==> src/rtl/core/log_record_header_checker_core_assert.svh <==
// Assertion macros shared by the log record header checker RTL.
// Every user must have clk and rst in scope.
`ifndef LOG_RECORD_HEADER_CHECKER_CORE_ASSERT_SVH
`define LOG_RECORD_HEADER_CHECKER_CORE_ASSERT_SVH

// Condition that holds at every edge outside reset.
`define LRHC_ASSERT(label, prop, msg) \
  label: assert property (@(posedge clk) disable iff (rst) (prop)) else $error(msg);

// Same-cycle implication.
`define LRHC_ASSERT_IMPL(label, ante, cons, msg) \
  label: assert property (@(posedge clk) disable iff (rst) (ante) |-> (cons)) else $error(msg);

// Next-cycle implication.
`define LRHC_ASSERT_NEXT(label, ante, cons, msg) \
  label: assert property (@(posedge clk) disable iff (rst) (ante) |=> (cons)) else $error(msg);

`endif

==> src/rtl/core/lrhc_pkg.sv <==
// Shared types and constants for the log record header checker.
// No dependencies.
package lrhc_pkg;

  localparam int HEADER_BYTES = 20;
  localparam int POS_W        = 5;
  localparam int CFG_IDX_W    = 1;
  localparam int CFG_DATA_W   = 64;

  localparam logic [POS_W-1:0] POS_VERSION   = POS_W'(8);
  localparam logic [POS_W-1:0] POS_PID       = POS_W'(12);
  localparam logic [POS_W-1:0] POS_LEN       = POS_W'(16);
  localparam logic [POS_W-1:0] POS_PAYLOAD   = POS_W'(HEADER_BYTES);
  localparam logic [POS_W-1:0] POS_LAST_HDR  = POS_W'(HEADER_BYTES - 1);

  localparam logic [63:0] MAGIC_RESET   = 64'h5446_4152_4F4B_414D;
  localparam logic [7:0]  VERSION_RESET = 8'd1;

  localparam int Q_DEPTH = 4;
  localparam int Q_PTR_W = $clog2(Q_DEPTH);
  localparam int Q_CNT_W = $clog2(Q_DEPTH + 1);

  typedef enum logic [CFG_IDX_W-1:0] {
    REG_MAGIC   = 1'b0,
    REG_VERSION = 1'b1
  } cfg_reg_t;

  typedef enum logic [2:0] {
    ST_OK        = 3'd0,
    ST_SHORT     = 3'd1,
    ST_MAGIC     = 3'd2,
    ST_VERSION   = 3'd3,
    ST_RESERVED  = 3'd4,
    ST_TOO_LARGE = 3'd5,
    ST_MISMATCH  = 3'd6
  } status_t;

  typedef enum logic [1:0] {
    KIND_HDR     = 2'd0,
    KIND_PID     = 2'd1,
    KIND_LEN     = 2'd2,
    KIND_PAYLOAD = 2'd3
  } kind_t;

  typedef struct packed {
    logic [7:0] data;
    logic       last;
    kind_t      kind;
    logic [1:0] lane;
    status_t    fault;
    logic       short_rec;
  } token_t;

endpackage

==> src/rtl/core/lrhc_if.sv <==
// Byte and result channel interfaces for the log record header checker.
// Depends on nothing; carries valid/ready and the beat payload.
interface lrhc_in_if;
  logic       valid;
  logic       ready;
  logic [7:0] data_byte;
  logic       last_byte;

  modport source(output valid, data_byte, last_byte, input ready);
  modport sink(input valid, data_byte, last_byte, output ready);
endinterface

interface lrhc_out_if;
  logic        valid;
  logic        ready;
  logic [7:0]  payload_byte;
  logic        payload_valid;
  logic        record_done;
  logic [2:0]  status;
  logic [31:0] part_id;
  logic [30:0] payload_length;

  modport source(output valid, payload_byte, payload_valid, record_done, status,
                 part_id, payload_length, input ready);
  modport sink(input valid, payload_byte, payload_valid, record_done, status,
               part_id, payload_length, output ready);
endinterface

==> src/rtl/core/lrhc_queue.sv <==
// Short token queue between the front and back stages.
// Depends on lrhc_pkg and the assertion macro header.
`include "log_record_header_checker_core_assert.svh"

module lrhc_queue
  import lrhc_pkg::*;
(
  input  logic   clk,
  input  logic   rst,
  input  logic   push,
  input  token_t push_tok,
  output logic   full,
  input  logic   pop,
  output logic   tok_valid,
  output token_t tok
);

  token_t               mem [Q_DEPTH];
  logic [Q_PTR_W-1:0]   wr_ptr;
  logic [Q_PTR_W-1:0]   rd_ptr;
  logic [Q_CNT_W-1:0]   count;
  logic                 do_push;
  logic                 do_pop;

  assign full      = (count == Q_CNT_W'(Q_DEPTH));
  assign tok_valid = (count != '0);
  assign tok       = mem[rd_ptr];
  assign do_push   = push && !full;
  assign do_pop    = pop && tok_valid;

  always_ff @(posedge clk) begin
    if (do_push) begin
      mem[wr_ptr] <= push_tok;
    end
  end

  always_ff @(posedge clk) begin
    if (rst) begin
      wr_ptr <= '0;
      rd_ptr <= '0;
      count  <= '0;
    end else begin
      if (do_push) begin
        wr_ptr <= wr_ptr + 1'b1;
      end
      if (do_pop) begin
        rd_ptr <= rd_ptr + 1'b1;
      end
      unique case ({do_push, do_pop})
        2'b10:   count <= count + 1'b1;
        2'b01:   count <= count - 1'b1;
        default: count <= count;
      endcase
    end
  end

  `LRHC_ASSERT(a_count_bound, count <= Q_CNT_W'(Q_DEPTH), "queue count past depth")
  `LRHC_ASSERT_NEXT(a_count_up, do_push && !do_pop, count == $past(count) + 1'b1,
                    "queue count missed a push")
  `LRHC_ASSERT_NEXT(a_count_down, do_pop && !do_push, count == $past(count) - 1'b1,
                    "queue count missed a pop")

endmodule

==> src/rtl/core/lrhc_front.sv <==
// Front stage: holds the config registers, tracks header offset and
// classifies each byte into a token. Depends on lrhc_pkg.
module lrhc_front
  import lrhc_pkg::*;
(
  input  logic                  clk,
  input  logic                  rst,
  input  logic                  cfg_we,
  input  logic [CFG_IDX_W-1:0]  cfg_index,
  input  logic [CFG_DATA_W-1:0] cfg_data,
  input  logic                  in_valid,
  input  logic [7:0]            in_data,
  input  logic                  in_last,
  output logic                  in_ready,
  input  logic                  q_full,
  output logic                  push,
  output token_t                push_tok
);

  logic [63:0]      expected_magic;
  logic [7:0]       expected_version;
  logic [POS_W-1:0] pos;
  logic [POS_W-1:0] pos_next;
  logic             is_payload;
  logic [7:0]       magic_byte;

  assign in_ready   = !q_full;
  assign push       = in_valid && in_ready;
  assign is_payload = (pos >= POS_PAYLOAD);
  assign magic_byte = expected_magic[{pos[2:0], 3'b000} +: 8];

  always_comb begin
    push_tok.data      = in_data;
    push_tok.last      = in_last;
    push_tok.lane      = pos[1:0];
    push_tok.fault     = ST_OK;
    push_tok.short_rec = !is_payload && (pos < POS_LAST_HDR);
    priority if (is_payload) begin
      push_tok.kind = KIND_PAYLOAD;
    end else if (pos >= POS_LEN) begin
      push_tok.kind = KIND_LEN;
    end else if (pos >= POS_PID) begin
      push_tok.kind = KIND_PID;
    end else begin
      push_tok.kind = KIND_HDR;
      priority if (pos < POS_VERSION) begin
        if (in_data != magic_byte) push_tok.fault = ST_MAGIC;
      end else if (pos == POS_VERSION) begin
        if (in_data != expected_version) push_tok.fault = ST_VERSION;
      end else begin
        if (in_data != 8'd0) push_tok.fault = ST_RESERVED;
      end
    end
  end

  always_comb begin
    pos_next = pos;
    if (push) begin
      if (in_last) begin
        pos_next = '0;
      end else if (!is_payload) begin
        pos_next = pos + 1'b1;
      end
    end
  end

  always_ff @(posedge clk) begin
    if (rst) begin
      pos              <= '0;
      expected_magic   <= MAGIC_RESET;
      expected_version <= VERSION_RESET;
    end else begin
      pos <= pos_next;
      if (cfg_we) begin
        unique case (cfg_reg_t'(cfg_index))
          REG_MAGIC:   expected_magic   <= cfg_data;
          REG_VERSION: expected_version <= cfg_data[7:0];
          default:     expected_magic   <= expected_magic;
        endcase
      end
    end
  end

endmodule

==> src/rtl/core/lrhc_back.sv <==
// Back stage: assembles partition id and length, counts payload, resolves
// status and drives the result register. Uses lrhc_pkg, lrhc_if, macros.
`include "log_record_header_checker_core_assert.svh"

module lrhc_back
  import lrhc_pkg::*;
(
  input  logic          clk,
  input  logic          rst,
  input  logic          tok_valid,
  input  token_t        tok,
  output logic          pop,
  lrhc_out_if.source    results
);

  status_t     first_error;
  logic [31:0] partition;
  logic [31:0] length;
  logic [31:0] count;
  status_t     err_eff;
  logic [31:0] pid_eff;
  logic [31:0] len_eff;
  logic [31:0] count_eff;
  status_t     st;
  logic        is_payload;

  assign pop        = tok_valid && (!results.valid || results.ready);
  assign is_payload = (tok.kind == KIND_PAYLOAD);
  assign err_eff    = (first_error != ST_OK) ? first_error : tok.fault;

  always_comb begin
    pid_eff = partition;
    len_eff = length;
    if (tok.kind == KIND_PID) begin
      pid_eff[{tok.lane, 3'b000} +: 8] = partition[{tok.lane, 3'b000} +: 8] | tok.data;
    end
    if (tok.kind == KIND_LEN) begin
      len_eff[{tok.lane, 3'b000} +: 8] = length[{tok.lane, 3'b000} +: 8] | tok.data;
    end
    count_eff = (is_payload && count != '1) ? count + 32'd1 : count;
  end

  always_comb begin
    priority if (tok.short_rec) begin
      st = ST_SHORT;
    end else if (err_eff != ST_OK) begin
      st = err_eff;
    end else if (len_eff[31]) begin
      st = ST_TOO_LARGE;
    end else if (count_eff != len_eff) begin
      st = ST_MISMATCH;
    end else begin
      st = ST_OK;
    end
  end

  always_ff @(posedge clk) begin
    if (rst) begin
      first_error   <= ST_OK;
      partition     <= '0;
      length        <= '0;
      count         <= '0;
      results.valid <= 1'b0;
    end else begin
      if (pop) begin
        results.valid <= 1'b1;
        if (tok.last) begin
          first_error <= ST_OK;
          partition   <= '0;
          length      <= '0;
          count       <= '0;
        end else begin
          first_error <= err_eff;
          partition   <= pid_eff;
          length      <= len_eff;
          count       <= count_eff;
        end
      end else if (results.ready) begin
        results.valid <= 1'b0;
      end
    end
  end

  always_ff @(posedge clk) begin
    if (pop) begin
      results.payload_byte   <= is_payload ? tok.data : 8'd0;
      results.payload_valid  <= is_payload;
      results.record_done    <= tok.last;
      results.status         <= tok.last ? st : ST_OK;
      results.part_id        <= tok.last ? pid_eff : 32'd0;
      results.payload_length <= (tok.last && st == ST_OK) ? len_eff[30:0] : 31'd0;
    end
  end

  `LRHC_ASSERT_NEXT(a_clear_on_last, pop && tok.last,
                    first_error == ST_OK && count == '0 && length == '0,
                    "record state not cleared after final beat")
  `LRHC_ASSERT_IMPL(a_len_only_ok, results.valid && results.status != ST_OK,
                    results.payload_length == '0, "length reported with a fault")
  `LRHC_ASSERT_IMPL(a_quiet_mid_record, results.valid && !results.record_done,
                    results.status == ST_OK && results.part_id == '0,
                    "status or id shown before final beat")

endmodule

==> src/rtl/core/log_record_header_checker_core.sv <==
// Log record header checker, top level.
// Depends on lrhc_pkg, lrhc_if, lrhc_front, lrhc_queue and lrhc_back.
//
// records carries one byte of an encoded log record per beat, last_byte set
// on the final byte. results carries exactly one beat per input beat: the
// byte passed through when it lies past the 20-byte header, and on the
// final beat the status, partition id and declared length (0 on a fault).
// The configuration port writes the expected magic (index 0) and version
// (index 1); write only while no record is in flight.
// A result passes through the token queue and then the result register.
// Throughput: 1 byte per cycle while results is not stalled, set by the back
// stage taking one token a cycle into its result register.
// A 4-entry token queue sits between the front and back stages; when
// results stalls, records keeps accepting until the queue fills, then
// ready drops and rises again the cycle after one result beat is taken.
// Reset (synchronous, active high) clears the record state and queue and
// loads the default magic and version 1.
module log_record_header_checker_core
  import lrhc_pkg::*;
(
  input  logic                  clk,
  input  logic                  rst,
  input  logic                  cfg_we,
  input  logic [CFG_IDX_W-1:0]  cfg_index,
  input  logic [CFG_DATA_W-1:0] cfg_data,
  lrhc_in_if.sink               records,
  lrhc_out_if.source            results
);

  logic   push;
  token_t push_tok;
  logic   q_full;
  logic   pop;
  logic   tok_valid;
  token_t tok;

  lrhc_front u_front (
    .clk       (clk),
    .rst       (rst),
    .cfg_we    (cfg_we),
    .cfg_index (cfg_index),
    .cfg_data  (cfg_data),
    .in_valid  (records.valid),
    .in_data   (records.data_byte),
    .in_last   (records.last_byte),
    .in_ready  (records.ready),
    .q_full    (q_full),
    .push      (push),
    .push_tok  (push_tok)
  );

  lrhc_queue u_queue (
    .clk       (clk),
    .rst       (rst),
    .push      (push),
    .push_tok  (push_tok),
    .full      (q_full),
    .pop       (pop),
    .tok_valid (tok_valid),
    .tok       (tok)
  );

  lrhc_back u_back (
    .clk       (clk),
    .rst       (rst),
    .tok_valid (tok_valid),
    .tok       (tok),
    .pop       (pop),
    .results   (results)
  );

endmodule
==> src/flat_wrapper.sv <==
// flat-port wrapper written by rule: the top's interface ports become plain ports
module log_record_header_checker_core_flat import lrhc_pkg::*;
  (clk, rst, cfg_we, cfg_index, cfg_data, records_valid, records_data_byte, records_last_byte, records_ready, results_valid, results_payload_byte, results_payload_valid, results_record_done, results_status, results_part_id, results_payload_length, results_ready);
  lrhc_in_if records_i ();
  lrhc_out_if results_i ();
  input  logic clk;
  input  logic rst;
  input  logic cfg_we;
  input  logic [CFG_IDX_W-1:0] cfg_index;
  input  logic [CFG_DATA_W-1:0] cfg_data;
  input wire logic [$bits(records_i.valid)-1:0] records_valid;
  input wire logic [$bits(records_i.data_byte)-1:0] records_data_byte;
  input wire logic [$bits(records_i.last_byte)-1:0] records_last_byte;
  output wire logic [$bits(records_i.ready)-1:0] records_ready;
  output wire logic [$bits(results_i.valid)-1:0] results_valid;
  output wire logic [$bits(results_i.payload_byte)-1:0] results_payload_byte;
  output wire logic [$bits(results_i.payload_valid)-1:0] results_payload_valid;
  output wire logic [$bits(results_i.record_done)-1:0] results_record_done;
  output wire logic [$bits(results_i.status)-1:0] results_status;
  output wire logic [$bits(results_i.part_id)-1:0] results_part_id;
  output wire logic [$bits(results_i.payload_length)-1:0] results_payload_length;
  input wire logic [$bits(results_i.ready)-1:0] results_ready;
  assign records_i.valid = records_valid;
  assign records_i.data_byte = records_data_byte;
  assign records_i.last_byte = records_last_byte;
  assign records_ready = records_i.ready;
  assign results_valid = results_i.valid;
  assign results_payload_byte = results_i.payload_byte;
  assign results_payload_valid = results_i.payload_valid;
  assign results_record_done = results_i.record_done;
  assign results_status = results_i.status;
  assign results_part_id = results_i.part_id;
  assign results_payload_length = results_i.payload_length;
  assign results_i.ready = results_ready;
  log_record_header_checker_core u_core (.clk(clk), .rst(rst), .cfg_we(cfg_we), .cfg_index(cfg_index), .cfg_data(cfg_data), .records(records_i), .results(results_i));
endmodule
==> config.mk <==
export PLATFORM = sky130hd
export DESIGN_NAME = log_record_header_checker_core_flat
export DESIGN_NICKNAME = d
export VERILOG_FILES = /design/src/rtl/core/lrhc_pkg.sv /design/src/rtl/core/lrhc_if.sv /design/src/rtl/core/lrhc_queue.sv /design/src/rtl/core/lrhc_front.sv /design/src/rtl/core/lrhc_back.sv /design/src/rtl/core/log_record_header_checker_core.sv /design/src/flat_wrapper.sv
export VERILOG_INCLUDE_DIRS = /design/src /design/src/rtl/core
export SDC_FILE = /design/constraint.sdc
export NUM_CORES = 1
export LEC_CHECK = 0
export ABC_AREA = 1
export BUFFER_PORTS_ARGS = -buffer_cell sky130_fd_sc_hd__buf_2
export CAP_MARGIN = 20
export CORE_ASPECT_RATIO = 0.6
export CORE_UTILIZATION = 45
export CTS_CLUSTER_SIZE = 12
export DETAILED_ROUTE_END_ITERATION = 12
export SYNTH_ARGS = -nofsm -noshare
export SYNTH_HDL_FRONTEND = slang
export SYNTH_SLANG_ARGS = --single-unit
==> constraint.sdc <==
create_clock -name clk -period 12.99 [get_ports clk]
set_input_delay 1.299 -clock clk [delete_from_list [all_inputs] [get_ports clk]]
set_output_delay 1.299 -clock clk [all_outputs]
set_load 0.01 [all_outputs]
==> metrics.md, run 1 <==
| Metric | Value |
|---|---|
| Number of synthesized register bits | `330` |
| Max transition margin | `0.312` |
| Max-cap viol count | `0` |
| VDD IR max | `0.000152 V` |
| Drt pass-1 iters | `6` |
| Critical path capture point type | `register` |
| Post-synthesis cell area | `0.0165 mm2` |
| Cell row count | `53` |
| Post_cts resized | `0` |
| Vert. Die Dim | `150 um` |
| Min-delay src | `u_core.u_front.expected_magic[14]` |
| Net Sw Power | `0.00186 W` |
| IO buf count | `156` |
| Setup slack, reg-to-reg | `7560 ps` |
| Skew final | `21.6 ps` |
| Clk Latency, worst-skew pair | `550 ps` |
| WP buf/inv | `4` |
| CTS tree | `done` |
| Core area | `0.0355 mm2` |
| Starting Density | `0.465` |
| Share of layout cells above drive strength 1 | `0.131` |
| Yosys cell types | `47` |
| Worst min path class | `register to register` |
| Switching part of the total power | `0.442` |
| Pre-CTS WS | `7670 ps` |
| Clock sink total | `330` |
| RSZ-0062 raised after global routing | `no` |
| Final hold vios | `0` |
| Power Internal | `0.00235 W` |
| Worst path arrival time | `5690 ps` |
| Total Neg Setup Slack | `0 ps` |
| DIE WIDTH | `249 um` |
| Most frequent cells in the layout | `nand2_1 (599), nor2_1 (255), inv_1 (204), dfxtp_1 (185), buf_2 (155)` |
| Worst-path cell chain | `inv_2, nand3_4, nand2_4, inv_2, ha_1, nand3_1, nor2_2, nand4_1, nand2_1, nand2_1, nand2_1, inv_1, nand2_1, nor2_1, nand2_1, nor2_1, nand3_1, nand2_1, nand2_1, nand2_1, nand2_2, buf_4, nor2_1` |
| Final setup fails | `0` |
| Drt wl/cell | `18.7 um` |
| Clock transition at path regs | `60 ps` |
| Clock network power share | `0.234` |
| CTS Buffer Depth | `3` |
| Top FF cell, synth | `dfxtp_1` |
| Status | `finished, final reports clean` |
| Commonest non-fill, non-tap cell in the layout | `nand2_1` |
| Gr ovfl total | `0` |
| Cells on worst reg2reg path | `23` |
| Fin. max-slew vios | `0` |
| PwrDens | `225 mW/mm2` |
| Critical path's most frequent cell | `nand2_1` |
| Nets | `2370` |
| Final GP Congestion | `1.00` |
| Starting DRT DRC Count | `1610` |
| F_max | `184 MHz` |
| CP max FO | `56` |
| Leak Pwr | `7.27 nW` |
| Sequential share of the synthesized area | `0.487` |
| Share of the synthesized area in the top cell type | `0.262` |
| Fin cells | `2771` |
| Tightest Pin Transition | `1030 ps` |
| Worst hold stages | `2` |
| # DRC | `0` |
| Worst R2R End | `u_core.u_back.results.payload_length[0]` |
| Initial antenna violation count | `0` |
| Post-synth ARST share | `0` |
| CTS root buf | `clkbuf_16` |
| Crit path max-delay cell type | `dfxtp_1` |
| Overall power | `0.00421 W` |
| Largest net degree at the start of global routing | `88` |
| Layout area overhead | `13.3%` |
| Final WS setup | `7560 ps` |
| H-tree Lvls | `2` |
| Tcrit/Tclk final | `0.418` |
| Routed WL | `51.9 mm` |
| Crit-path max cell delay | `840 ps` |
| Post-CTS Setup Inserts | `0` |
| Avg Cell Area, Syn | `7.63 um2` |
| First-pass GRT wire length | `79.7 mm` |
| Diodes inserted | `0` |
| DR vias/cell | `5.44` |
| Placed Cells incl. Taps | `2706` |
| Fillers | `3450` |
| Overall Global Routing Usage | `0.276` |
| CP delay by family, top | `simple AND/OR/NAND/NOR gates` |
| Die ar. | `0.0375 mm2` |
| Min Tclk post-route | `5430 ps` |
| Synthesized instance count | `2167` |
| Vias post-DR | `15100` |
| Ys Warns | `0` |
| Syn nets | `2260` |
| Inserted Clock Buffers | `35` |
| HPWL Detailed | `36.8 mm` |
| Number of synthesized flops with an enable pin | `144` |
| Crit Path Class | `register to register` |
| Combinational share of power | `0.429` |
| I/O pin cnt | `157` |
| Hold-fix buffers at CTS | `0` |
| Hold worst-path end | `u_core.u_front.expected_magic[14]` |
| Worst endpoint required time | `13250 ps` |
| Post-route cell area | `0.0187 mm2` |
| Flop pwr share | `0.337` |
| Startpoint Class | `register` |
| Antenna-violating nets left | `0` |
| Vias in the first global route | `13500` |
| Synth area leaders | `edfxtp_1 (26%), dfxtp_1 (23%), nand2_1 (14%), nor2_1 (5.8%), inv_1 (4.7%)` |
| Area leader, netlist | `edfxtp_1` |
| Area of placed instances | `0.0176 mm2` |
synthesized netlist by cell type (21+ instances only):
library cell	instances
nand3_1	124
clkbuf_1	76
edfxtp_1	144
a21oi_1	133
nor2_1	257
nand2_1	599
nor2_2	25
o21ai_0	151
xor2_1	21
dfxtp_1	186
nand4_1	21
o22ai_1	33
inv_1	206
worst min-delay path, delay by kind of cell (launching register included):
family        cells  cell delay (ps)
simple gates      2              100
flops             1              330
cell type report:
cell class | count | area [um2] | area share
sequential | 330 | 8050 | 0.430
multi-input combinational | 1510 | 7190 | 0.384
clock buffer | 57 | 1010 | 0.0541
timing repair buffer | 177 | 973 | 0.0520
inverter | 223 | 837 | 0.0447
tap | 467 | 584 | 0.0312
clock inverter | 7 | 76.3 | 0.00408
worst max-delay path by stage:
stage | end | slack (ps) | cells after the start
6_report | u_core.u_back.results.payload_length[0] | 7560 | 23
5_1_grt | u_core.u_back.results.payload_length[0] | 7110 | 23
3_3_place_gp | u_core.u_back.results.payload_length[0] | 7890 | 23
3_5_place_dp | u_core.u_back.results.payload_length[0] | 7670 | 23
4_1_cts | u_core.u_back.results.payload_length[0] | 7640 | 23
2_1_floorplan | u_core.u_back.partition[22] | 5810 | 8
routing by layer:
metal | wire length (um) | share of wire | global-route usage | up-vias
met3 | 5800 | 0.11 | 0.0702 | 62
met1 | 26100 | 0.50 | 0.452 | 7136
met4 | 684 | 0.013 | 0.0448 | 0
li1 | - | - | - | 7265
met2 | 19300 | 0.37 | 0.355 | 620
met5 | 0 | 0 | 0 | -
sequential cells by signal (all words and copies together), names as in the netlist, named ones only:
register	count
u_core.u_queue.rd_ptr	2
u_core.u_back.results.payload_valid	1
u_core.u_queue.mem	68
u_core.u_back.results.payload_length	31
u_core.u_front.expected_magic	64
u_core.u_back.results.payload_byte	8
u_core.u_front.expected_version	8
u_core.u_back.length	32
u_core.u_queue.count	3
u_core.u_back.results.part_id	32
u_core.u_back.results.record_done	1
u_core.u_back.results.valid	1
u_core.u_front.pos	5
u_core.u_back.results.status	3
u_core.u_back.first_error	3
u_core.u_back.partition	32
u_core.u_queue.wr_ptr	2
u_core.u_back.count	32
per-stage QoR:
step | util | hold slack (ps)
final | 0.527 | 455
after global placement | 0.495 | 436
after detailed placement | 0.495 | 439
after floorplan | - | 424
after CTS | 0.526 | 454
after global routing | 0.527 | 478
kinds of logic after synthesis:
family | share of synthesized area
DFF | 0.487
buffers and inverters | 0.0799
xor gates and xnor gates | 0.0212
AOI/OAI and AO/OA | 0.120
adders and majority gates | 0.0111
and+or+nand+nor | 0.281
power groups by stage:
stage	clock network, W	registers (W)	logic [W]
4_1_cts	0.00100	0.00142	0.00177
5_1_grt	0.00104	0.00144	0.00197
6_report	0.000987	0.00142	0.00180
3_3_place_gp	0	0.00144	0.00174
3_5_place_dp	0	0.00143	0.00176
2_1_floorplan	0	0.00150	0.00111
(Power assumes the default switching activity.)
==> run 2, diff against run 1 <==
==> constraint.sdc (replaced) <==
create_clock -name clk -period 5.55 [get_ports clk]
set_input_delay 0.555 -clock clk [delete_from_list [all_inputs] [get_ports clk]]
set_output_delay 0.555 -clock clk [all_outputs]
set_load 0.01 [all_outputs]
==> run 2 against run 1 <==
  * Routed wire length up 1.1%
  * Final cell count up 0.18%
  * Power is 130% higher
  * First-iteration DRC count up 4.0%
  * Die area unchanged
  * Non-clock buffer count is 6 higher
  * Worst hold slack worse by 220 ps
  * Clock-buffer cell count down 2
  * Clock skew fell by 4.9 ps
  * Global-route usage increased by 0.38 points
  * Register-to-register slack worse by 6400 ps
  * Critical endpoint is now u_core.u_back.results.payload_length[29]
==> metrics.md, run 2 (synthesized netlist as in run 1, its figures left out) <==
| Metric | Value |
|---|---|
| Crit-path max cell delay | `500 ps (was 840 ps)` |
| DIE WIDTH | `249 um (unchanged)` |
| Clock network power share | `0.228 (was 0.234)` |
| Vert. Die Dim | `150 um (unchanged)` |
| Fin. max-slew vios | `0 (unchanged)` |
| Min-delay src | `cfg_data[30] (was u_core.u_front.expected_magic[14])` |
| Most frequent cells in the layout | `nand2_1 (599), nor2_1 (255), inv_1 (204), dfxtp_1 (186), buf_2 (155) (was nand2_1 (599), nor2_1 (255), inv_1 (204), dfxtp_1 (185), buf_2 (155))` |
| Cell row count | `53 (unchanged)` |
| Min Tclk post-route | `4370 ps (was 5430 ps)` |
| Largest register FFs | `68 (unchanged)` |
| Final Core Density | `0.527 (about the same)` |
| Routed WL | `52.5 mm (was 51.9 mm)` |
| H-tree Lvls | `2 (unchanged)` |
| Inserted Clock Buffers | `35 (unchanged)` |
| Fin cells | `2776 (was 2771)` |
| F_max | `229 MHz (was 184 MHz)` |
| Flop pwr share | `0.337 (about the same)` |
| Startpoint Class | `register (unchanged)` |
| Core area | `0.0355 mm2 (unchanged)` |
| Worst-path cell chain | `buf_4, nand3_4, nand2_4, buf_4, ha_1, clkinv_1, nor3_4, nand3_1, nand2_1, inv_1, nand2_1, nand4_1, nor2_1, nand2_1, nor2_1, nand2_1, nand2_1, nand2_2, nor2_2, nand2_2, buf_12, nor2_2 (was inv_2, nand3_4, nand2_4, inv_2, ha_1, nand3_1, nor2_2, nand4_1, nand2_1, nand2_1, nand2_1, inv_1, nand2_1, nor2_1, nand2_1, nor2_1, nand3_1, nand2_1, nand2_1, nand2_1, nand2_2, buf_4, nor2_1)` |
| Power Internal | `0.00549 W (was 0.00235 W)` |
| Commonest non-fill, non-tap cell in the layout | `nand2_1 (unchanged)` |
| Starting DRT DRC Count | `1675 (was 1610)` |
| Diodes inserted | `0 (unchanged)` |
| Top reg by flops | `u_core.u_queue.mem (unchanged)` |
| Worst endpoint required time | `5930 ps (was 13250 ps)` |
| Clock sink total | `330 (unchanged)` |
| Critical path's most frequent cell | `nand2_1 (unchanged)` |
| RSZ-0062 raised after global routing | `no (unchanged)` |
| Nets | `2376 (was 2370)` |
| Net Sw Power | `0.00436 W (was 0.00186 W)` |
| HPWL Detailed | `37.9 mm (was 36.8 mm)` |
| Post-CTS Setup Inserts | `0 (unchanged)` |
| Final setup fails | `0 (unchanged)` |
| Overall Global Routing Usage | `0.280 (was 0.276)` |
| Fillers | `3471 (was 3450)` |
| Worst R2R End | `u_core.u_back.results.payload_length[29] (was u_core.u_back.results.payload_length[0])` |
| PwrDens | `526 mW/mm2 (was 225 mW/mm2)` |
| CTS tree | `done (unchanged)` |
| Crit path max-delay cell type | `dfxtp_1 (unchanged)` |
| Cells on worst reg2reg path | `22 (was 23)` |
| Regs by FF count | `u_core.u_queue.mem: 68 flops, u_core.u_front.expected_magic: 64 flops (unchanged)` |
| CTS root buf | `clkbuf_16 (unchanged)` |
| Drt wl/cell | `18.9 um (was 18.7 um)` |
| Total Neg Setup Slack | `0 ps (unchanged)` |
| DR vias/cell | `5.41 (was 5.44)` |
| First-pass GRT wire length | `80.4 mm (was 79.7 mm)` |
| Die ar. | `0.0375 mm2 (unchanged)` |
| Switching part of the total power | `0.443 (was 0.442)` |
| Largest net degree at the start of global routing | `100 (was 88)` |
| Worst min path class | `primary input to register (was register to register)` |
| Leak Pwr | `7.30 nW (was 7.27 nW)` |
| Share of layout cells above drive strength 1 | `0.134 (was 0.131)` |
| Tcrit/Tclk final | `0.788 (was 0.418)` |
| Worst Setup EP | `u_core.u_back.results.payload_length[29] (was u_core.u_back.results.payload_length[0])` |
| Crit Path Class | `register to register (unchanged)` |
| Skew final | `16.7 ps (was 21.6 ps)` |
| Clock transition at path regs | `60 ps (about the same)` |
| Max-cap viol count | `0 (unchanged)` |
| Area of the multi-input gates | `0.00719 mm2 (unchanged)` |
| Setup slack, reg-to-reg | `1180 ps (was 7560 ps)` |
| # DRC | `0 (unchanged)` |
| Max transition margin | `0.272 (was 0.312)` |
| VDD IR max | `0.000353 V (was 0.000152 V)` |
| Tightest Pin Transition | `1080 ps (was 1030 ps)` |
| Worst path arrival time | `4760 ps (was 5690 ps)` |
| CTS Buffer Depth | `3 (unchanged)` |
| Clk Latency, worst-skew pair | `530 ps (was 550 ps)` |
| Status | `finished, final reports clean (unchanged)` |
| Post_cts resized | `0 (unchanged)` |
| Final WS setup | `1180 ps (was 7560 ps)` |
| CP max FO | `45 (was 56)` |
| Worst hold stages | `3 (was 2)` |
| Placed Cells incl. Taps | `2711 (was 2706)` |
| Final hold vios | `0 (unchanged)` |
| Starting Density | `0.465 (unchanged)` |
| Vias post-DR | `15000 (was 15100)` |
| Final GP Congestion | `0.981 (was 1.00)` |
| Pre-CTS WS | `1310 ps (was 7670 ps)` |
| Drt pass-1 iters | `6 (unchanged)` |
| I/O pin cnt | `157 (unchanged)` |
| Vias in the first global route | `13600 (was 13500)` |
| Gr ovfl total | `0 (unchanged)` |
| Antenna-violating nets left | `0 (unchanged)` |
| Combinational share of power | `0.435 (was 0.429)` |
| Critical path capture point type | `register (unchanged)` |
| Storage element area | `0.00805 mm2 (about the same)` |
| Hold-fix buffers at CTS | `0 (unchanged)` |
| Initial antenna violation count | `1 (was 0)` |
| Layout area overhead | `13.5% (was 13.3%)` |
| IO buf count | `156 (unchanged)` |
run 2: worst min path at each step:
stage	endpoint	slack, ps
2_1_floorplan	u_core.u_front.expected_magic[16]	420
3_3_place_gp	u_core.u_front.expected_magic[14]	430
3_5_place_dp	u_core.u_front.expected_magic[16]	440
4_1_cts	u_core.u_front.expected_magic[58]	220
5_1_grt	u_core.u_front.expected_magic[54]	240
6_report	u_core.u_front.expected_magic[30]	240
run 2: area by class of cell:
type	instances	share of cell area
multi-input combinational	1510	0.383
inverter	223	0.0446
sequential	330	0.429
clock buffer	55	0.0542
timing repair buffer	183	0.0546
tap	467	0.0312
clock inverter	8	0.00287
run 2: per-stage QoR:
step                power (W)  hold slack [ps]  instance area, um2
detailed placement    0.00754              439               17700
CTS                   0.00981              224               18700
floorplan             0.00610              424               16500
finish                0.00985              235               18700
global placement      0.00753              435               17700
global route           0.0104              238               18700
run 2: power groups by stage:
stage                     Clock [W]  Combinational, W  Sequential, W
after floorplan                   0           0.00260        0.00349
after global placement            0           0.00417        0.00336
after detailed placement          0           0.00418        0.00336
after CTS                   0.00228           0.00420        0.00332
after global routing        0.00239           0.00468        0.00337
final                       0.00224           0.00429        0.00332
run 2: critical path: cells and delay by family (launching register included):
| kind | cells | cell delay [ps] |
|---|---|---|
| adders and majority gates | 1 | 220 |
| DFF | 1 | 500 |
| buffers and inverters | 5 | 1180 |
| and+or+nand+nor | 16 | 2260 |
run 2: routing by layer:
metal | global-route usage | vias to the layer above | wire length, um
li1 | - | 7284 | -
met1 | 0.449 | 7045 | 26400
met2 | 0.360 | 642 | 19500
met3 | 0.0859 | 49 | 6080
met4 | 0.0435 | 0 | 603
met5 | 0 | - | 0
